**src/design/fts_pkg.sv**
```systemverilog
// Shared types, constants and table functions for the fan thermal supervisor.
`default_nettype none
package fts_pkg;

  typedef struct packed {
    logic signed [11:0] ambient_temp;
    logic signed [11:0] proc_temp;
    logic [15:0]        tach_rpm;
  } fts_in_t;

  typedef struct packed {
    logic [7:0]  pwm_duty;
    logic [6:0]  duty_pct;
    logic [15:0] reported_rpm;
    logic        alarm_on;
    logic [1:0]  alarm_kind;
    logic [1:0]  alarm_notice;
    logic        sync_send;
  } fts_out_t;

  typedef enum logic [1:0] {
    REG_MANUAL_MODE  = 2'd0,
    REG_MANUAL_DUTY  = 2'd1,
    REG_ALARM_THR    = 2'd2,
    REG_TACH_PRESENT = 2'd3
  } fts_reg_t;

  typedef enum logic [1:0] {
    KIND_NONE   = 2'd0,
    KIND_STALL  = 2'd1,
    KIND_SENSOR = 2'd2,
    KIND_HOT    = 2'd3
  } fts_kind_t;

  typedef enum logic [1:0] {
    NOTICE_NONE    = 2'd0,
    NOTICE_RAISED  = 2'd1,
    NOTICE_REPEAT  = 2'd2,
    NOTICE_CLEARED = 2'd3
  } fts_notice_t;

  // Fan drive result passed from the duty logic to the alarm logic.
  typedef struct packed {
    logic [7:0]  pwm;
    logic [6:0]  pct;
    logic [15:0] rpm;
    logic        run;
  } fts_duty_t;

  typedef struct packed {
    logic        alarm_on;
    fts_kind_t   kind;
    fts_notice_t notice;
  } fts_alarm_t;

  localparam logic [6:0]  PCT_MAX    = 7'd100;
  localparam logic [7:0]  PWM_RUN    = 8'd100;
  localparam logic [7:0]  PWM_FAIL   = 8'd200;
  localparam logic [15:0] RPM_PER_PCT = 16'd45;
  // 255 * round(2^19 / 100): pct * 255 / 100 as one multiply and shift
  localparam logic [20:0] PWM_RECIP  = 21'd1336965;
  localparam int          PWM_SHIFT  = 19;

  localparam logic signed [11:0] HOT_AMBIENT = 12'sd400;
  localparam logic signed [11:0] HOT_CPU     = 12'sd750;

  localparam logic signed [11:0] AMB_STEP0 = 12'sd260;
  localparam logic signed [11:0] AMB_STEP1 = 12'sd290;
  localparam logic signed [11:0] AMB_STEP2 = 12'sd330;
  localparam logic signed [11:0] AMB_STEP3 = 12'sd370;
  localparam logic signed [11:0] CPU_STEP0 = 12'sd500;
  localparam logic signed [11:0] CPU_STEP1 = 12'sd600;
  localparam logic signed [11:0] CPU_STEP2 = 12'sd750;

  function automatic logic [7:0] amb_level(input logic signed [11:0] t);
    logic [7:0] lvl;
    if (t < AMB_STEP0)      lvl = 8'd0;
    else if (t < AMB_STEP1) lvl = 8'd100;
    else if (t < AMB_STEP2) lvl = 8'd150;
    else if (t < AMB_STEP3) lvl = 8'd200;
    else                    lvl = 8'd255;
    return lvl;
  endfunction

  function automatic logic [7:0] cpu_level(input logic signed [11:0] t);
    logic [7:0] lvl;
    if (t < CPU_STEP0)      lvl = 8'd0;
    else if (t < CPU_STEP1) lvl = 8'd150;
    else if (t < CPU_STEP2) lvl = 8'd200;
    else                    lvl = 8'd255;
    return lvl;
  endfunction

  // pwm * 100 / 255, truncated, for the table levels
  function automatic logic [6:0] auto_pct(input logic [7:0] pwm);
    logic [6:0] pct;
    case (pwm)
      8'd100:  pct = 7'd39;
      8'd150:  pct = 7'd58;
      8'd200:  pct = 7'd78;
      8'd255:  pct = 7'd100;
      default: pct = 7'd0;
    endcase
    return pct;
  endfunction

endpackage
`default_nettype wire

```
**src/design/fts_duty.sv**
```systemverilog
// Fan duty selection: manual or table-driven pwm, percent and reported rpm.
`default_nettype none
module fts_duty (
  input  wire logic                     manual_mode,
  input  wire logic [6:0]               manual_duty_pct,
  input  wire logic                     tach_present,
  input  wire fts_pkg::fts_in_t         tick,
  output fts_pkg::fts_duty_t            duty
);
  import fts_pkg::*;

  logic [6:0]  man_pct;
  logic [27:0] man_prod;
  logic [7:0]  man_pwm;
  logic [7:0]  amb_pwm;
  logic [7:0]  cpu_pwm;
  logic [7:0]  auto_pwm;
  logic [7:0]  pwm;
  logic [6:0]  pct;

  always_comb begin
    man_pct  = (manual_duty_pct > PCT_MAX) ? PCT_MAX : manual_duty_pct;
    man_prod = 28'(man_pct) * 28'(PWM_RECIP);
    man_pwm  = man_prod[PWM_SHIFT +: 8];

    // An ambient reading that is not positive drives the fan hard
    amb_pwm  = (tick.ambient_temp > 12'sd0) ? amb_level(tick.ambient_temp) : PWM_FAIL;
    cpu_pwm  = (tick.proc_temp > 12'sd0) ? cpu_level(tick.proc_temp) : 8'd0;
    auto_pwm = (cpu_pwm > amb_pwm) ? cpu_pwm : amb_pwm;

    pwm = manual_mode ? man_pwm : auto_pwm;
    pct = manual_mode ? man_pct : auto_pct(auto_pwm);

    duty.pwm = pwm;
    duty.pct = pct;
    duty.rpm = tach_present ? tick.tach_rpm : 16'(16'(pct) * RPM_PER_PCT);
    duty.run = (pwm >= PWM_RUN);
  end

endmodule
`default_nettype wire

```
**src/design/fts_alarm.sv**
```systemverilog
// Spin-up grace, stall counting and alarm priority with notice tracking.
`default_nettype none
module fts_alarm #(
  parameter int unsigned GRACE_TICKS = 3
) (
  input  wire logic                     clk,
  input  wire logic                     rst,
  input  wire logic                     step,
  input  wire logic                     tach_present,
  input  wire logic signed [11:0]       alarm_threshold,
  input  wire logic signed [11:0]       ambient_temp,
  input  wire logic signed [11:0]       proc_temp,
  input  wire fts_pkg::fts_duty_t       duty,
  output fts_pkg::fts_alarm_t           alarm
);
  import fts_pkg::*;

  localparam int GW = $clog2(GRACE_TICKS + 1);
  localparam logic [GW-1:0] GRACE_LOAD = GW'(GRACE_TICKS);

  logic            first_tick;
  logic            fan_was_running;
  logic [GW-1:0]   grace_left;
  logic [1:0]      zero_rpm_ticks;
  logic            prev_alarm_on;
  fts_kind_t       prev_alarm_kind;
  logic            heartbeat_count;

  logic [GW-1:0]   grace_mid;
  logic [GW-1:0]   grace_left_next;
  logic [1:0]      zero_rpm_ticks_next;
  logic            heartbeat_count_next;
  logic            stalled;
  logic            hot;
  fts_kind_t       kind;
  fts_notice_t     notice;

  always_comb begin
    grace_mid = grace_left;
    if (first_tick) begin
      if (duty.run && tach_present && (duty.rpm != 16'd0)) begin
        grace_mid = '0;
      end else if (duty.run) begin
        grace_mid = GRACE_LOAD;
      end
    end else begin
      if (duty.run && !fan_was_running) grace_mid = GRACE_LOAD;
      if (!duty.run) grace_mid = '0;
    end

    grace_left_next     = grace_mid;
    zero_rpm_ticks_next = 2'd0;
    stalled             = 1'b0;
    if (tach_present && duty.run) begin
      if (grace_mid != '0) begin
        grace_left_next = grace_mid - GW'(1);
      end else if (duty.rpm == 16'd0) begin
        // saturate at three
        zero_rpm_ticks_next = (zero_rpm_ticks == 2'd3) ? 2'd3 : zero_rpm_ticks + 2'd1;
        stalled = (zero_rpm_ticks_next >= 2'd2);
      end
    end

    hot = (ambient_temp > HOT_AMBIENT) || (ambient_temp >= alarm_threshold) ||
          (proc_temp >= HOT_CPU);
    if (stalled)                    kind = KIND_STALL;
    else if (ambient_temp < 12'sd0) kind = KIND_SENSOR;
    else if (hot)                   kind = KIND_HOT;
    else                            kind = KIND_NONE;

    notice               = NOTICE_NONE;
    heartbeat_count_next = heartbeat_count;
    if (kind != KIND_NONE) begin
      if (!prev_alarm_on || (prev_alarm_kind != kind)) begin
        notice               = NOTICE_RAISED;
        heartbeat_count_next = 1'b0;
      end else if (heartbeat_count) begin
        notice               = NOTICE_REPEAT;
        heartbeat_count_next = 1'b0;
      end else begin
        heartbeat_count_next = 1'b1;
      end
    end else if (prev_alarm_on) begin
      notice = NOTICE_CLEARED;
    end

    alarm.alarm_on = (kind != KIND_NONE);
    alarm.kind     = kind;
    alarm.notice   = notice;
  end

  always_ff @(posedge clk) begin
    if (rst) begin
      first_tick      <= 1'b1;
      fan_was_running <= 1'b0;
      grace_left      <= '0;
      zero_rpm_ticks  <= 2'd0;
      prev_alarm_on   <= 1'b0;
      prev_alarm_kind <= KIND_NONE;
      heartbeat_count <= 1'b0;
    end else if (step) begin
      first_tick      <= 1'b0;
      fan_was_running <= duty.run;
      grace_left      <= grace_left_next;
      zero_rpm_ticks  <= zero_rpm_ticks_next;
      prev_alarm_on   <= (kind != KIND_NONE);
      prev_alarm_kind <= kind;
      heartbeat_count <= heartbeat_count_next;
    end
  end

endmodule
`default_nettype wire

```
**src/design/fan_thermal_supervisor.sv**
```systemverilog
// Fan thermal supervisor top level: config registers, input and result registers.
// An accepted item is held in the input register; the duty and alarm logic work on it
// combinationally and the result register captures the outcome, raising out_valid.
// Throughput: one item per cycle unless out_stall holds a full result register; the
// input and result registers form a two-stage pipeline with a single pass of logic between.
// Reset clears both stage valid flags and the tick history; config returns to its reset values.
`default_nettype none
module fan_thermal_supervisor #(
  parameter int unsigned GRACE_TICKS = 3
) (
  input  wire logic              clk,
  input  wire logic              rst,
  input  wire logic              cfg_we,
  input  wire logic [1:0]        cfg_index,
  input  wire logic [11:0]       cfg_wdata,
  input  wire logic              in_valid,
  output logic                   in_stall,
  input  wire fts_pkg::fts_in_t  in_data,
  output logic                   out_valid,
  input  wire logic              out_stall,
  output fts_pkg::fts_out_t      out_data
);
  import fts_pkg::*;

  logic              manual_mode;
  logic [6:0]        manual_duty_pct;
  logic signed [11:0] alarm_threshold;
  logic              tach_present;

  logic              tick_valid;
  fts_in_t           tick;
  logic              out_open;
  logic              advance;
  fts_duty_t         duty;
  fts_alarm_t        alarm;
  fts_out_t          result;

  always_ff @(posedge clk) begin
    if (rst) begin
      manual_mode     <= 1'b0;
      manual_duty_pct <= 7'd0;
      alarm_threshold <= 12'sd400;
      tach_present    <= 1'b1;
    end else if (cfg_we) begin
      unique case (fts_reg_t'(cfg_index))
        REG_MANUAL_MODE:  manual_mode     <= cfg_wdata[0];
        REG_MANUAL_DUTY:  manual_duty_pct <= cfg_wdata[6:0];
        REG_ALARM_THR:    alarm_threshold <= $signed(cfg_wdata);
        REG_TACH_PRESENT: tach_present    <= cfg_wdata[0];
        default: ;
      endcase
    end
  end

  assign out_open = !out_valid || !out_stall;
  assign advance  = tick_valid && out_open;
  assign in_stall = tick_valid && !out_open;

  // Input stage: load whenever the held item moves on or the stage is empty
  always_ff @(posedge clk) begin
    if (rst) begin
      tick_valid <= 1'b0;
    end else if (!in_stall) begin
      tick_valid <= in_valid;
    end
  end

  always_ff @(posedge clk) begin
    if (!in_stall && in_valid) tick <= in_data;
  end

  fts_duty u_duty (
    .manual_mode     (manual_mode),
    .manual_duty_pct (manual_duty_pct),
    .tach_present    (tach_present),
    .tick            (tick),
    .duty            (duty)
  );

  fts_alarm #(
    .GRACE_TICKS (GRACE_TICKS)
  ) u_alarm (
    .clk             (clk),
    .rst             (rst),
    .step            (advance),
    .tach_present    (tach_present),
    .alarm_threshold (alarm_threshold),
    .ambient_temp    (tick.ambient_temp),
    .proc_temp       (tick.proc_temp),
    .duty            (duty),
    .alarm           (alarm)
  );

  always_comb begin
    result.pwm_duty     = duty.pwm;
    result.duty_pct     = duty.pct;
    result.reported_rpm = duty.rpm;
    result.alarm_on     = alarm.alarm_on;
    result.alarm_kind   = alarm.kind;
    result.alarm_notice = alarm.notice;
    result.sync_send    = !alarm.alarm_on;
  end

  always_ff @(posedge clk) begin
    if (rst) begin
      out_valid <= 1'b0;
    end else if (out_open) begin
      out_valid <= tick_valid;
    end
  end

  always_ff @(posedge clk) begin
    if (advance) out_data <= result;
  end

endmodule
`default_nettype wire
```
**config.mk**
```make
export PLATFORM = sky130hd
export DESIGN_NAME = fan_thermal_supervisor
export DESIGN_NICKNAME = d
export VERILOG_FILES = /design/src/design/fts_pkg.sv /design/src/design/fts_duty.sv /design/src/design/fts_alarm.sv /design/src/design/fan_thermal_supervisor.sv
export SDC_FILE = /design/constraint.sdc
export NUM_CORES = 1
export LEC_CHECK = 0
export BUFFER_PORTS_ARGS = -buffer_cell sky130_fd_sc_hd__buf_2
export CORE_UTILIZATION = 50
export DETAILED_ROUTE_END_ITERATION = 16
export PLACE_DENSITY = 0.75
export SLEW_MARGIN = 10
export SYNTH_ARGS = -nofsm -noshare
export SYNTH_HDL_FRONTEND = slang
export SYNTH_SLANG_ARGS = --single-unit
```
**constraint.sdc**
```tcl
create_clock -name clk -period 10.6 [get_ports clk]
set_input_delay 2.12 -clock clk [delete_from_list [all_inputs] [get_ports clk]]
set_output_delay 2.12 -clock clk [all_outputs]
set_load 0.01 [all_outputs]
```
==> out/metrics.csv <==
metric,value,unit
outcome,completed,
min_from,alarm_threshold[9],
period_share,0.830,
drc_errors,0,
vias_per_cell,5.78,
syn_inst,778,
htreeDepth,3,
num_vias,6147,
fin_nets,1048,
synth-simple-area-share,0.147,
met1_usage,0.297,
drt_iter0_drc,418,
ys_dominant_reg_cell,edfxtp_1,
portBuffers,97,
max_freq,0.114,GHz
synth_top_family_by_area,adder cells,
worst_pin_slew,1.14,ns
layout-drive-gt1-share,0.154,
grt_pass1_wl,28800,µm
tns,0,ns
min_to,alarm_threshold[9],
max_stage_delay,0.57,ns
dpl.hpwl,13900,µm
pwr_density_cell,145,nW/µm²
setup.worst_path.class,reg2reg,
crit_slowest_cell,edfxtp_1,
grt_max_degree,41,
synth_top_area_frac,0.300,
cts_root_buf,clkbuf_16,
synth-edff-count,77,
skew,0.0124,ns
rsz0062_at_grt,no,
synth_top_cell_by_area,edfxtp_1,
core,15100,µm²
r2r_start,tick[39],
syn_avg_cell_area,9.92,µm²
grt_use_met3,0.0395,
grtUsageTotal,0.230,
post_cts_buffers,0,
reg2reg_depth,25,
cts_made_buffers,9,
die_h,126,µm
synth.most_common_cell,ha_1,
syn_to_final_growth,12.9,%
worst-r2r-setup-slack,1.80,ns
arrival,9.01,ns
cp-end-kind,flop,
hold_path_class,reg2reg,
cpMostUsedCell,ha_1,
clockBufferDepth,2,
startpoint_type,flop,
cts_tree,yes,
maxSlewViolCount,0,
hold_viol_final,0,
syn-cell-area,7720,µm²
peakVddDrop,0.0000853,V
num_antenna_cells,0,
clkTransAtPathRegs,0.08,ns
antenna_found_initial,0,
synth_xor_area_frac,0.00681,
io_pins,98,
cap_violations,0,
setup_viol_count_final,0,
cts.sinks,110,
hold_buffers,0,
place_congestion,0.885,
synth_area_leaders,"edfxtp_1 (30%), ha_1 (16%), dfxtp_1 (8.6%), fa_1 (5.4%), inv_1 (4.2%)",
drtPass1Iterations,7,
clock_latency,0.36,ns
avgRoutedWirePerCell,16.7,µm
die_area,15900,µm²
grt_most_used_layer,met2,
ys.warnings.count,0,
cts_resized,0,
grt_remaining_overflow,0,
critical_path_required,10.81,ns
yosys.cell_types.count,66,
power,1.27,mW
synth_fa_ha_area_frac,0.213,
yosys_register_bits,110,
hold_path_depth,2,
synth_fp_nets,956,
synth-async-reset-ratio,0,
start_util,0.509,
rows,45,
antenna_left,0,
worstReg2RegEnd,out_data[1],
die_w,126,µm
seq_area_frac_synth,0.385,
met2_usage,0.387,
crit_fanout,14,
min_period,8.80,ns
synthMuxAreaShare,0.0199,
drt_wl_total,17700,µm
synth-compound-area-share,0.177,
grt_pass1_vias,6009,
p_leak,3.86,nW
netlist_top_cells_count,"ha_1 (98), inv_1 (86), edfxtp_1 (77)",
max_slew_margin,0.240,
[cell type report]
cell class                      instances  area, µm²
Multi-Input combinational cell        564       4360
Sequential cell                       110       2970
Fill cell                            1320       6430
Tap cell                              188        235
Clock buffer                           12        279
Clock inverter                          4       43.8
Timing Repair Buffer                   99        500
Inverter                               86        323
[sequential cells by signal, indices dropped and copies added (netlist names)]
name,count
alarm_threshold,12
out_valid,1
tick,40
tick_valid,1
u_alarm.fan_was_running,1
manual_mode,1
u_alarm.first_tick,1
u_alarm.prev_alarm_kind,2
u_alarm.prev_alarm_on,1
out_data,37
u_alarm.heartbeat_count,1
manual_duty_pct,7
tach_present,1
u_alarm.zero_rpm_ticks,2
u_alarm.grace_left,2
[logic make-up after synthesis]
family | Yosys count
AND/OR/NAND/NOR | 230
AO/OA/AOI/OAI | 194
adder cells (fa/ha/maj) | 119
flip-flops | 110
buffers and inverters | 104
multiplexers | 15
XOR/XNOR | 6
[how the worst max path moves through the flow]
stage	start	endpoint	depth (start not counted)
after global placement	tick[39]	out_data[2]	25
after floorplan	tick[30]	out_data[2]	27
after detailed placement	tick[39]	out_data[2]	25
final	tick[39]	out_data[1]	25
after CTS	tick[39]	out_data[2]	25
after global routing	tick[39]	out_data[1]	25
[cell usage in the layout, fill, tap and decap left out, drive strengths merged, types with 10 or more instances in the layout]
master  count
edfxtp     77
nor2       51
mux2i      12
or2        10
o21bai     10
nand3      15
a21oi      42
a211oi     13
nand2      66
inv        88
o21a       11
fa         21
a21o       12
nor3       20
buf        99
o211ai     13
o31ai      11
dfxtp      33
clkbuf     12
ha         98
o21ai      28
[stage by stage]
step,hold WS (ns),std cells,cell area (µm²),util,worst slack (ns)
after global routing,0.482,1063,8710,0.575,1.28
after detailed placement,0.451,1047,8390,0.554,1.93
after CTS,0.461,1063,8710,0.575,1.88
final,0.459,1063,8710,0.575,1.80
after global placement,0.445,1047,8390,0.554,2.14
after floorplan,0.436,778,7720,-,2.77
[report_power, final]
group	switching [mW]	internal [mW]	total, mW	leakage, nW
Clock	0.164	0.193	0.357	0.154
Sequential	0.0161	0.488	0.504	0.997
Combinational	0.237	0.167	0.404	2.71
Total	0.418	0.848	1.27	3.86
[critical path, delay by kind of cell (launching register included)]
kind / cells / cell delay, ns
compound gates: 9 / 2.63
simple gates: 7 / 2.48
flops: 1 / 0.57
buf+inv: 1 / 0.07
mux: 2 / 0.78
fa+ha+maj: 6 / 2.14
[per-layer routing]
layer  routed length, µm  share of wire
met1                8050           0.45
met4                 415          0.023
met5                   0              0
met2                8350           0.47
met3                 899          0.051
Power figures use the tool's default switching activity.
